===== src/sv/pbenc_pkg.sv =====
// Package with the shared types, codes and the value mapping of the scalar field encoder.
package pbenc_pkg;

   localparam int PBENC_COUNT_WIDTH = 16;

   localparam int CAP_W      = 16;
   localparam int BYTE_W     = 8;
   localparam int DIGIT_W    = 7;
   localparam int TYPE_W     = 4;
   localparam int NUMBER_W   = 29;
   localparam int VALUE_W    = 64;
   localparam int WIRE_W     = 3;
   localparam int KEY_W      = NUMBER_W + WIRE_W;
   localparam int REQ_DATA_W = 104;
   localparam int RSP_DATA_W = 24;
   localparam int NEED_W     = 4;

   localparam logic [NEED_W-1:0] FIX32_BYTES = 4'd4;
   localparam logic [NEED_W-1:0] FIX64_BYTES = 4'd8;
   localparam logic [NEED_W-1:0] ONE_BYTE    = 4'd1;

   // Field type codes.
   localparam logic [TYPE_W-1:0] FT_DOUBLE   = 4'd0;
   localparam logic [TYPE_W-1:0] FT_FLOAT    = 4'd1;
   localparam logic [TYPE_W-1:0] FT_INT32    = 4'd2;
   localparam logic [TYPE_W-1:0] FT_UINT32   = 4'd3;
   localparam logic [TYPE_W-1:0] FT_SINT32   = 4'd4;
   localparam logic [TYPE_W-1:0] FT_INT64    = 4'd5;
   localparam logic [TYPE_W-1:0] FT_UINT64   = 4'd6;
   localparam logic [TYPE_W-1:0] FT_SINT64   = 4'd7;
   localparam logic [TYPE_W-1:0] FT_FIXED32  = 4'd8;
   localparam logic [TYPE_W-1:0] FT_FIXED64  = 4'd9;
   localparam logic [TYPE_W-1:0] FT_SFIXED32 = 4'd10;
   localparam logic [TYPE_W-1:0] FT_SFIXED64 = 4'd11;
   localparam logic [TYPE_W-1:0] FT_BOOL     = 4'd12;
   localparam logic [TYPE_W-1:0] FT_ENUM     = 4'd13;

   // Wire types.
   localparam logic [WIRE_W-1:0] WIRE_VARINT  = 3'd0;
   localparam logic [WIRE_W-1:0] WIRE_FIXED64 = 3'd1;
   localparam logic [WIRE_W-1:0] WIRE_FIXED32 = 3'd5;

   typedef struct packed {
      logic              clear;
      logic              incr;
      logic [NEED_W-1:0] need;
   } cnt_cmd_type;

   typedef struct packed {
      logic             room_ok;
      logic [CAP_W-1:0] used_cur;
      logic [CAP_W-1:0] used_inc;
   } cnt_stat_type;

   typedef struct packed {
      logic [WIRE_W-1:0]  wt;
      logic [VALUE_W-1:0] val;
   } mapped_type;

   // Wire type and the 64-bit value that goes on the wire for one field type.
   function automatic mapped_type pbenc_map(input logic [TYPE_W-1:0]  ftype,
                                            input logic [VALUE_W-1:0] raw);
      mapped_type  m;
      logic [31:0] lo;
      logic        s32;
      lo    = raw[31:0];
      s32   = lo[31];
      m.wt  = WIRE_VARINT;
      m.val = raw;
      case (ftype)
         FT_DOUBLE, FT_FIXED64, FT_SFIXED64: begin
            m.wt  = WIRE_FIXED64;
            m.val = raw;
         end
         FT_FLOAT, FT_FIXED32, FT_SFIXED32: begin
            m.wt  = WIRE_FIXED32;
            m.val = {32'd0, lo};
         end
         FT_INT32, FT_ENUM: m.val = {{32{s32}}, lo};
         FT_UINT32:         m.val = {32'd0, lo};
         FT_SINT32:         m.val = {32'd0, {lo[30:0], 1'b0} ^ {32{s32}}};
         FT_SINT64:         m.val = {raw[62:0], 1'b0} ^ {VALUE_W{raw[63]}};
         FT_BOOL:           m.val = {63'd0, |lo};
         default:           m.val = raw;
      endcase
      return m;
   endfunction

endpackage


===== src/sv/pbenc_count.sv =====
// Byte counter of the current message, buffer limit register and room check.
module pbenc_count
   import pbenc_pkg::*;
#(
   parameter int COUNT_WIDTH = PBENC_COUNT_WIDTH
) (
   input  logic             clock,
   input  logic             reset,
   input  logic             csr_valid,
   output logic             csr_ready,
   input  logic [CAP_W-1:0] csr_data,
   input  cnt_cmd_type      cmd,
   output cnt_stat_type     stat
);

   localparam int EXT_W = (COUNT_WIDTH > CAP_W) ? COUNT_WIDTH : CAP_W;
   localparam int LIM_W = EXT_W + 1;
   localparam logic [EXT_W-1:0] CMAX = EXT_W'({COUNT_WIDTH{1'b1}});
   localparam logic [EXT_W-1:0] CAP_RESET = EXT_W'({CAP_W{1'b1}});
   localparam logic [EXT_W-1:0] LIM_RESET = (CAP_RESET < CMAX) ? CAP_RESET : CMAX;

   logic [COUNT_WIDTH-1:0] used_ff, used_in, used_plus;
   logic [EXT_W-1:0]       limit_ff, limit_in, cap_ext;
   logic [EXT_W-1:0]       used_ext, plus_ext;

   assign csr_ready = 1'b1;

   // The usable limit is kept already clipped to what the counter can hold.
   assign cap_ext   = EXT_W'(csr_data);
   assign limit_in  = (csr_valid) ? ((cap_ext < CMAX) ? cap_ext : CMAX) : limit_ff;

   assign used_plus = used_ff + COUNT_WIDTH'(1);
   assign used_in   = cmd.clear ? '0 : (cmd.incr ? used_plus : used_ff);
   assign used_ext  = EXT_W'(used_ff);
   assign plus_ext  = EXT_W'(used_plus);

   assign stat.room_ok  = (LIM_W'(used_ext) + LIM_W'(cmd.need)) <= LIM_W'(limit_ff);
   assign stat.used_cur = used_ext[CAP_W-1:0];
   assign stat.used_inc = plus_ext[CAP_W-1:0];

   always_ff @(posedge clock) begin
      if (reset) begin
         used_ff  <= '0;
         limit_ff <= LIM_RESET;
      end else begin
         used_ff  <= used_in;
         limit_ff <= limit_in;
      end
   end

endmodule


===== src/sv/protobuf_scalar_field_encoder_top.sv =====
// Top level of the protobuf scalar field encoder: sequencer, digit shift registers, output stage.
//
//  Channel | Direction | Handshake             | Payload
//  req     | in        | req_tvalid/req_tready | tdata type,number,value; tuser kind,packed
//  rsp     | out       | rsp_tvalid/rsp_tready | tdata byte,count; tuser valid,status; tlast
//  csr     | in        | csr_valid/csr_ready   | csr_data buffer capacity
//
// A field transaction first loads the shift registers and then gives one result per
// wire byte: up to five key bytes and up to ten value bytes.
// The rate is set by the output register, which moves one wire byte per cycle unless rsp stalls.
// A start-of-message transaction passes through the clear state. Reset is synchronous and clears the
// byte count and restores the full capacity. A stalled rsp side freezes the sequencer outside idle.
module protobuf_scalar_field_encoder_top
   import pbenc_pkg::*;
#(
   parameter int COUNT_WIDTH = PBENC_COUNT_WIDTH
) (
   input  logic                  clock,
   input  logic                  reset,
   input  logic                  req_tvalid,
   output logic                  req_tready,
   // field_type [3:0], field_number [32:4], field_value [96:33], zero fill above
   input  logic [REQ_DATA_W-1:0] req_tdata,
   // kind [0], packed_element [1]
   input  logic [1:0]            req_tuser,
   output logic                  rsp_tvalid,
   input  logic                  rsp_tready,
   // out_byte [7:0], bytes_used_now [23:8]
   output logic [RSP_DATA_W-1:0] rsp_tdata,
   // byte_valid [0], status [1]
   output logic [1:0]            rsp_tuser,
   output logic                  rsp_tlast,
   input  logic                  csr_valid,
   output logic                  csr_ready,
   input  logic [CAP_W-1:0]      csr_data
);

   localparam logic [1:0] S_IDLE = 2'd0;
   localparam logic [1:0] S_CLR  = 2'd1;
   localparam logic [1:0] S_KEY  = 2'd2;
   localparam logic [1:0] S_VAL  = 2'd3;

   logic [1:0]         state_ff, state_in;
   logic [KEY_W-1:0]   key_sr_ff, key_sr_in;
   logic [VALUE_W-1:0] val_sr_ff, val_sr_in;
   logic               fixed_ff, fixed_in;
   logic               fix64_ff, fix64_in;
   logic               fix_first_ff, fix_first_in;
   logic [2:0]         fix_left_ff, fix_left_in;

   logic               rsp_valid_ff, rsp_valid_in;
   logic [BYTE_W-1:0]  rsp_byte_ff, rsp_byte_in;
   logic               rsp_bvalid_ff, rsp_bvalid_in;
   logic               rsp_last_ff, rsp_last_in;
   logic               rsp_status_ff, rsp_status_in;
   logic [CAP_W-1:0]   rsp_used_ff, rsp_used_in;

   logic               advance;
   logic               cnt_clear, cnt_incr;
   logic [NEED_W-1:0]  cnt_need;
   cnt_cmd_type        cnt_cmd;
   cnt_stat_type       cnt_stat;
   mapped_type         mapped;

   pbenc_count #(
      .COUNT_WIDTH(COUNT_WIDTH)
   ) u_count (
      .clock     (clock),
      .reset     (reset),
      .csr_valid (csr_valid),
      .csr_ready (csr_ready),
      .csr_data  (csr_data),
      .cmd       (cnt_cmd),
      .stat      (cnt_stat)
   );

   // A new item is taken only between fields; a waiting result does not block it.
   assign req_tready = (state_ff == S_IDLE);
   assign advance    = !rsp_valid_ff || rsp_tready;
   assign mapped     = pbenc_map(req_tdata[3:0], req_tdata[96:33]);

   // A fixed value needs room for all of its bytes before the first one goes out.
   assign cnt_need = (state_ff == S_VAL && fixed_ff && fix_first_ff) ?
                     (fix64_ff ? FIX64_BYTES : FIX32_BYTES) : ONE_BYTE;
   assign cnt_cmd  = '{clear: cnt_clear, incr: cnt_incr, need: cnt_need};

   always_comb begin
      state_in      = state_ff;
      key_sr_in     = key_sr_ff;
      val_sr_in     = val_sr_ff;
      fixed_in      = fixed_ff;
      fix64_in      = fix64_ff;
      fix_first_in  = fix_first_ff;
      fix_left_in   = fix_left_ff;
      cnt_clear     = 1'b0;
      cnt_incr      = 1'b0;
      rsp_valid_in  = rsp_valid_ff && !rsp_tready;
      rsp_byte_in   = rsp_byte_ff;
      rsp_bvalid_in = rsp_bvalid_ff;
      rsp_last_in   = rsp_last_ff;
      rsp_status_in = rsp_status_ff;
      rsp_used_in   = rsp_used_ff;
      case (state_ff)
         S_IDLE: begin
            if (req_tvalid) begin
               key_sr_in    = {req_tdata[32:4], mapped.wt};
               val_sr_in    = mapped.val;
               fixed_in     = (mapped.wt != WIRE_VARINT);
               fix64_in     = (mapped.wt == WIRE_FIXED64);
               fix_first_in = 1'b1;
               fix_left_in  = (mapped.wt == WIRE_FIXED64) ? 3'd7 : 3'd3;
               if (req_tuser[0]) begin
                  state_in = S_CLR;
               end else if (req_tuser[1]) begin
                  state_in = S_VAL;
               end else begin
                  state_in = S_KEY;
               end
            end
         end
         S_CLR: begin
            if (advance) begin
               cnt_clear     = 1'b1;
               rsp_valid_in  = 1'b1;
               rsp_byte_in   = '0;
               rsp_bvalid_in = 1'b0;
               rsp_last_in   = 1'b1;
               rsp_status_in = 1'b0;
               rsp_used_in   = '0;
               state_in      = S_IDLE;
            end
         end
         S_KEY, S_VAL: begin
            if (advance) begin
               rsp_valid_in = 1'b1;
               if (!cnt_stat.room_ok) begin
                  // Buffer is full: close the transaction with an error item.
                  rsp_byte_in   = '0;
                  rsp_bvalid_in = 1'b0;
                  rsp_last_in   = 1'b1;
                  rsp_status_in = 1'b1;
                  rsp_used_in   = cnt_stat.used_cur;
                  state_in      = S_IDLE;
               end else begin
                  cnt_incr      = 1'b1;
                  rsp_bvalid_in = 1'b1;
                  rsp_status_in = 1'b0;
                  rsp_used_in   = cnt_stat.used_inc;
                  if (state_ff == S_KEY) begin
                     rsp_byte_in = {|key_sr_ff[KEY_W-1:DIGIT_W], key_sr_ff[DIGIT_W-1:0]};
                     rsp_last_in = 1'b0;
                     key_sr_in   = key_sr_ff >> DIGIT_W;
                     if (key_sr_ff[KEY_W-1:DIGIT_W] == '0) begin
                        state_in = S_VAL;
                     end
                  end else if (fixed_ff) begin
                     rsp_byte_in  = val_sr_ff[BYTE_W-1:0];
                     rsp_last_in  = (fix_left_ff == 3'd0);
                     val_sr_in    = val_sr_ff >> BYTE_W;
                     fix_first_in = 1'b0;
                     fix_left_in  = fix_left_ff - 3'd1;
                     if (fix_left_ff == 3'd0) begin
                        state_in = S_IDLE;
                     end
                  end else begin
                     rsp_byte_in = {|val_sr_ff[VALUE_W-1:DIGIT_W], val_sr_ff[DIGIT_W-1:0]};
                     rsp_last_in = (val_sr_ff[VALUE_W-1:DIGIT_W] == '0);
                     val_sr_in   = val_sr_ff >> DIGIT_W;
                     if (val_sr_ff[VALUE_W-1:DIGIT_W] == '0) begin
                        state_in = S_IDLE;
                     end
                  end
               end
            end
         end
         default: state_in = S_IDLE;
      endcase
   end

   always_ff @(posedge clock) begin
      if (reset) begin
         state_ff     <= S_IDLE;
         rsp_valid_ff <= 1'b0;
      end else begin
         state_ff     <= state_in;
         rsp_valid_ff <= rsp_valid_in;
      end
   end

   always_ff @(posedge clock) begin
      key_sr_ff     <= key_sr_in;
      val_sr_ff     <= val_sr_in;
      fixed_ff      <= fixed_in;
      fix64_ff      <= fix64_in;
      fix_first_ff  <= fix_first_in;
      fix_left_ff   <= fix_left_in;
      rsp_byte_ff   <= rsp_byte_in;
      rsp_bvalid_ff <= rsp_bvalid_in;
      rsp_last_ff   <= rsp_last_in;
      rsp_status_ff <= rsp_status_in;
      rsp_used_ff   <= rsp_used_in;
   end

   assign rsp_tvalid = rsp_valid_ff;
   assign rsp_tdata  = {rsp_used_ff, rsp_byte_ff};
   assign rsp_tuser  = {rsp_status_ff, rsp_bvalid_ff};
   assign rsp_tlast  = rsp_last_ff;

   // An error item carries no byte and always ends its transaction.
   a_status_ends: assert property (@(posedge clock) disable iff (reset)
      (rsp_tvalid && rsp_tuser[1]) |-> (rsp_tlast && !rsp_tuser[0]))
      else $error("error item without last or with a byte");

   // A start-of-message item reports an empty message.
   a_clear_zero: assert property (@(posedge clock) disable iff (reset)
      (rsp_tvalid && rsp_tlast && !rsp_tuser[0] && !rsp_tuser[1]) |->
      (rsp_tdata[23:8] == '0))
      else $error("start-of-message item with nonzero byte count");

   // A key byte is never the final byte of a field.
   a_key_not_last: assert property (@(posedge clock) disable iff (reset)
      (state_ff == S_KEY && advance) |=> !(rsp_tlast && rsp_tuser[0]))
      else $error("key byte closed a field");

endmodule

===== config.mk =====
export PLATFORM = sky130hd
export DESIGN_NAME = protobuf_scalar_field_encoder_top
export DESIGN_NICKNAME = d
export VERILOG_FILES = /design/src/sv/pbenc_pkg.sv /design/src/sv/pbenc_count.sv /design/src/sv/protobuf_scalar_field_encoder_top.sv
export SDC_FILE = /design/constraint.sdc
export NUM_CORES = 1
export LEC_CHECK = 0
export ABC_AREA = 1
export BUFFER_PORTS_ARGS = -buffer_cell sky130_fd_sc_hd__buf_2
export CAP_MARGIN = 20
export CORE_ASPECT_RATIO = 0.6
export CORE_MARGIN = 2
export CORE_UTILIZATION = 42
export DETAILED_ROUTE_END_ITERATION = 6
export GPL_TIMING_DRIVEN = 0
export PLACE_DENSITY = 0.66
export SLEW_MARGIN = 20
export SYNTH_ARGS = -nofsm -noshare
export SYNTH_HDL_FRONTEND = slang
export SYNTH_SLANG_ARGS = --single-unit

===== constraint.sdc =====
create_clock -name clock -period 9.45 [get_ports clock]
set_clock_uncertainty 0.05 [all_clocks]
set_input_delay 1.4175 -clock clock [delete_from_list [all_inputs] [get_ports clock]]
set_output_delay 1.4175 -clock clock [all_outputs]
set_load 0.03 [all_outputs]

==> flow_summary_export.csv, run 1 <==
group,metric,value,unit
outcome,outcome,"finished clean",
critical_path,end_kind,"flop",
clock_network,cts_tree,"done",
die,io_pins,157,
die,core.rowCount,43,
routing,drc,0,
critical_path,r2r_start,"fixed_ff",
final_layout,layout.cells.most_common,"nand2_1",
synth,synth_nets,1340,
critical_path,crit_fanout,20,
grt,grt_max_degree,29,
die,die_area,24600,um2
critical_path,crit_type,"reg -> reg",
timing,finalSetupViolations,0,
synth,netlist_instances,1189,
timing,drv_slew,0,
routing,wl,29300,um
timing,tightestPinTransition,699,ps
timing,period_needed,5650,ps
clock_network,htree_levels,4,
clock_network,hold_buffers,0,
synth,synth_cell_types,42,
timing,rsz0062_at_grt,"no",
clock_network,cts_root_buffer,"clkbuf_16",
synth,yosys_warnings,0,
grt,grt_pass1_vias,8226,
final_layout,nFillCells,2229,
die,die_width,201,um
grt,grt-ovfl-total,0,
clock_network,cts.sinks,164,
grt,track_usage,23.8,%
clock_network,clkLatencyLatePin,440,ps
clock_network,cts_max_path_buffers,2,
placed_design,hpwl,22100,um
synth,synth-edff-count,129,
timing,totalNegativeSetupSlack,0,ps
routing,detail_route.iter0.violations,1044,
power,p_per_area,298,nW/um2
final_layout,finalInstanceArea,11700,um2
timing,max_freq,177,MHz
placed_design,place_congestion,0.909,
placed_design,port_buffers,147,
final_layout,areaGrowthSynthToFinish,19.6,%
clock_network,cts_resized,0,
die,core_area,23000,um2
clock_network,cts_buffers,17,
critical_path,crit_end,"val_sr_ff[35]",
routing,via_per_inst,5.42,
routing,drtPass1Iterations,5,
synth,async_reset_ff_share,0,%
critical_path,rrSetupSlack,3800,ps
grt,grt_antenna_before_repair,2,
synth,synthFlopType,"edfxtp_1",
routing,ant_nets,0,
critical_path,crit_arrival,5740,ps
critical_path,start_kind,"flop",
timing,relSlewSlack,53.4,%
final_layout,drive_above_1_share,18.9,%
final_layout,nNetsFinal,1511,
power,p_leak,5.16,nW
die,die_h,122,um
synth,yosysSeqAreaShare,46.7,%
final_layout,final_cell_mix,"nand2_1, buf_2, edfxtp_1",
critical_path,reg2reg_to,"val_sr_ff[35]",
timing,period_share,59.8,%
min_path,hold_path.class,"reg -> reg",
synth,syn_area_per_cell,8.25,um2
routing,wl_per_cell,17.3,um
power,vdd_drop_max,0.000208,V
critical_path,cp-startpoint,"fixed_ff",
clock_network,postCtsSetupBuffers,0,
critical_path,crit_required,9540,ps
synth,yosys_register_bits,164,
clock_network,path_clk_slew,70,ps
placed_design,place_area,11100,um2
timing,hold_viol_final,0,
routing,num_vias,9158,
synth,syn_area,9800,um2
critical_path,rr_worst_depth,26,
die,start_util,42.6,%
run,cap_violations,0,
grt,grt_first_pass_wirelength,45400,um
[metrics by stage]
step	instances	hold slack (ps)	utilization (%)	setup WS (ps)	power (W)
after floorplan	1189	384	-	2570	0.00221
after detailed placement	1656	413	48.1	3940	0.00271
final	1689	418	50.9	3800	0.00349
after global routing	1689	449	50.9	3410	0.00369
after CTS	1688	424	50.9	3900	0.00348
after global placement	1651	404	47.5	23.6	0.00263
[Yosys cell counts (4+ instances only)]
library cell  count  area, um2
ha_1             24        300
a21oi_1         116        581
o21ai_1          17       85.1
nor3_1            5       25.0
buf_4             7       52.6
mux2_2           22        248
o22ai_1          13       81.3
edfxtp_1        129       3870
buf_2            11       55.1
a22oi_1          30        225
inv_2             6       22.5
o21ai_0          92        460
nand4_1           9       56.3
nor2_2            4       25.0
inv_1           111        417
clkbuf_1         43        161
xor2_1           25        219
nor4_1            7       43.8
nand2_1         257        965
a31oi_1           8       50.1
nor2_1          106        398
nand3_1          48        240
a32oi_1          22        193
dfxtp_1          35        701
or2_2            10       62.6
buf_1             5       18.8
[routing by layer]
metal  share of wire (%)  GRT usage [%]  up-vias
met3                  11           5.84       34
met4                 1.2           7.31        4
met5                0.32           2.38        -
met2                  38           30.5      481
li1                    -              -     4463
met1                  50           38.0     4176
[flip-flops by register name, summed over array words and instances (netlist names)]
| name | flops |
|---|---|
| fixed_ff | 1 |
| rsp_byte_ff | 8 |
| rsp_tvalid | 1 |
| rsp_status_ff | 1 |
| fix_first_ff | 1 |
| u_count.limit_ff | 16 |
| fix64_ff | 1 |
| val_sr_ff | 64 |
| key_sr_ff | 32 |
| fix_left_ff | 3 |
| u_count.used_ext | 16 |
| state_ff | 2 |
| rsp_tlast | 1 |
| rsp_bvalid_ff | 1 |
| rsp_used_ff | 16 |
[worst min path at each step]
| stage | startpoint | to | cells past startpoint |
|---|---|---|---|
| after floorplan | u_count.limit_ff[0] | u_count.limit_ff[0] | 2 |
| after global placement | u_count.limit_ff[0] | u_count.limit_ff[0] | 2 |
| after detailed placement | u_count.limit_ff[0] | u_count.limit_ff[0] | 2 |
| after CTS | u_count.limit_ff[0] | u_count.limit_ff[0] | 2 |
| after global routing | u_count.limit_ff[0] | u_count.limit_ff[0] | 2 |
| final | u_count.limit_ff[0] | u_count.limit_ff[0] | 2 |
[logic make-up (layout without fill, tap and decap cells)]
group | count (synthesis) | count (layout) | share of synthesized area, %
flip-flops | 164 | 164 | 46.7
buffers and inverters | 186 | 370 | 7.70
XOR/XNOR | 27 | 27 | 2.41
AO/OA/AOI/OAI | 308 | 308 | 17.9
multiplexers | 22 | 22 | 2.53
other | 1 | 2 | 0.0382
adder cells (fa/ha/maj) | 24 | 24 | 3.06
AND/OR/NAND/NOR | 457 | 457 | 19.7
[power breakdown]
part	switching (W)	total, W	internal [W]	leakage (nW)
combinational	0.000944	0.00138	0.000440	3.32
clock	0.000316	0.000767	0.000451	0.308
sequential	0.000163	0.00134	0.00118	1.54
total	0.00142	0.00349	0.00207	5.16
[area by class of cell]
class | count | area [um2] | area share, %
antenna | 1 | 2.50 | 0.0213
buffer | 69 | 315 | 2.69
clock buffer | 17 | 425 | 3.63
clock inverter | 15 | 216 | 1.85
inverter | 117 | 439 | 3.74
multi-input combinational | 839 | 4500 | 38.4
sequential | 164 | 4570 | 39.0
tap | 315 | 394 | 3.36
timing repair buffer | 152 | 858 | 7.32
[critical path: stages, from the launching register on]
cell	delay, ps
edfxtp_1	420
clkbuf_1	510
clkbuf_1	480
nand3_1	230
ha_1	260
ha_1	190
nand2_1	70
inv_1	40
o21ai_0	170
nand2_1	110
inv_1	130
nor2_1	90
nand2_1	80
xor2_1	280
ha_1	310
a21o_1	180
nor2_1	90
nand3_1	90
nand2_1	70
nand2_1	70
nand2_1	140
nand2_4	100
nand2_4	130
inv_1	100
a21oi_4	510
buf_16	240
buf_16	180
Power figures use the tool's default switching activity.
==> run 2: changes to the inputs <==
Settings changed: PLACE_DENSITY 0.66 to 0.69.
Clock period 9.45 ns to 4.8 ns, I/O delays scaled along.
==> run 2 against run 1 <==
Effect of this change: final area up 0.23%; global-route usage up 0.77 points; via count up 2.1%; die area unchanged; combinational power up 98%; highest routed layer unchanged.
==> flow_summary_export.csv, run 2 (synthesis results as in run 1) <==
group,metric,value,unit
placed_design,place_area,11100,um2
timing,relSlewSlack,48.3,%
final_layout,nFillCells,2219,
final_layout,final_cell_mix,"nand2_1, buf_2, edfxtp_1",
final_layout,reg_top3,"val_sr_ff: 64 flops, key_sr_ff: 32 flops",
routing,wl,29800,um
power,power,0.00686,W
grt,grt_pass1_vias,8563,
die,die_area,24600,um2
routing,via_per_inst,5.54,
outcome,outcome,"finished clean",
grt,grt_antenna_before_repair,2,
die,start_util,42.6,%
grt,grt_first_pass_wirelength,46700,um
critical_path,slowest_delay,320,ps
grt,track_usage,24.6,%
critical_path,crit_required,4900,ps
die,die_h,122,um
final_layout,nNetsFinal,1511,
power,p_leak,5.17,nW
die,core.rowCount,43,
timing,hold_viol_final,0,
critical_path,rrSetupSlack,320,ps
power,vdd_drop_max,0.000303,V
grt,grt_max_degree,29,
critical_path,start_kind,"flop",
routing,ant_nets,0,
clock_network,cts_tree,"done",
critical_path,crit_arrival,4580,ps
grt,met2_usage,33.5,%
final_layout,fin_cells,1689,
final_layout,drive_above_1_share,19.5,%
final_layout,largest_reg_flops,64,
critical_path,crit_fanout,20,
critical_path,r2r_start,"state_ff[1]",
critical_path,end_kind,"flop",
clock_network,cts_root_buffer,"clkbuf_16",
critical_path,reg2reg_to,"val_sr_ff[34]",
grt,grt-ovfl-total,0,
critical_path,rr_worst_depth,28,
grt,grt_use_met3,6.24,%
clock_network,path_clk_slew,70,ps
routing,detail_route.iter0.violations,1202,
clock_network,cts_max_path_buffers,2,
placed_design,pre_cts_slack,-870,ps
critical_path,cp-startpoint,"state_ff[1]",
final_layout,final_util,51.0,%
critical_path,crit_path_frequent_cell,"nand2_1",
die,io_pins,157,
clock_network,clkLatencyLatePin,450,ps
final_layout,finalInstanceArea,11800,um2
placed_design,dp_cells,1655,
placed_design,port_buffers,147,
routing,num_vias,9351,
run,cap_violations,0,
power,p_per_area,584,nW/um2
min_path,hold_path.class,"reg -> reg",
timing,period_needed,4480,ps
routing,drtPass1Iterations,6,
timing,period_share,93.3,%
critical_path,crit_type,"reg -> reg",
routing,wl_per_cell,17.7,um
clock_network,cts.sinks,164,
placed_design,hpwl,22600,um
final_layout,areaGrowthSynthToFinish,19.9,%
timing,tightestPinTransition,773,ps
timing,drv_slew,0,
timing,setup_ws,320,ps
grt,grtUsageMet1,38.2,%
final_layout,top_register,"val_sr_ff",
die,die_width,201,um
grt,top_usage_layer,"met1",
clock_network,hold_buffers,0,
clock_network,htree_levels,4,
final_layout,layout.cells.most_common,"nand2_1",
critical_path,crit_end,"val_sr_ff[34]",
critical_path,cp_slowest_cell,"dfxtp_1",
timing,max_freq,223,MHz
die,core_area,23000,um2
timing,finalSetupViolations,0,
clock_network,cts_buffers,17,
routing,drc,0,
placed_design,place_congestion,0.917,
==> run 2: changes by cell type in the layout (fill, tap and decap cells not counted), moves of 2 or more <==
cell	before	now
buf_4	7	10
bufinv_16	4	2
inv_6	4	2
a21oi_1	115	113
clkbuf_16	17	19
clkbuf_1	43	41
==> run 2: power by group <==
part	switching [W]	internal (W)	leakage, nW	total [W]
combinational	0.00186	0.000869	3.33	0.00273
clock	0.000646	0.000843	0.302	0.00149
sequential	0.000318	0.00233	1.54	0.00265
total	0.00282	0.00404	5.17	0.00686
==> run 2: worst min-delay path by stage <==
stage	from	to	slack (ps)	depth (start not counted)
floorplan	u_count.limit_ff[0]	u_count.limit_ff[0]	380	2
global placement	u_count.limit_ff[0]	u_count.limit_ff[0]	410	2
detailed placement	u_count.limit_ff[0]	u_count.limit_ff[0]	410	2
CTS	u_count.limit_ff[0]	u_count.limit_ff[0]	420	2
global route	csr_data[4]	u_count.limit_ff[4]	440	3
finish	u_count.limit_ff[13]	u_count.limit_ff[13]	430	2
==> run 2: what timing repair did <==
item,4_1_cts,5_1_grt
cloned,0,0
setup buffers,3,0
setup endpoints to repair,141,134
gates resized for setup,1,7
==> run 2: layout make-up <==
cell class | instances | area, um2 | share of cell area (%)
multi-input cells | 839 | 4530 | 38.5
clock buffers | 19 | 475 | 4.04
clock inverters | 13 | 156 | 1.33
flip-flops and latches | 164 | 4570 | 38.9
well taps | 315 | 394 | 3.35
repair buffers | 154 | 873 | 7.43
plain buffers | 67 | 310 | 2.64
diodes | 1 | 2.50 | 0.0213
inverters | 117 | 439 | 3.74
==> run 2: metal layers <==
metal,part of all wire (%),routed length [um],vias to the layer above
met2,39,11800,511
met4,1.5,442,2
met1,47,14100,4352
li1,-,-,4447
met3,12,3460,39
met5,0.023,7,-
==> run 2: stage by stage <==
step           hold slack (ps)  TNS, ps
2_1_floorplan              384        0
3_3_place_gp               406  -153880
3_5_place_dp               414   -71940
4_1_cts                    424        0
5_1_grt                    439    -97.0
6_report                   425        0
==> run 2: worst max-delay path, delay by kind of cell (launching register included) <==
family                     cells  cell delay, ps
DFF                            1             320
adders and majority gates      3             740
and+or+nand+nor               12            1240
buffers and inverters          8            1000
AOI/OAI and AO/OA              4             630
xor gates and xnor gates       1             180
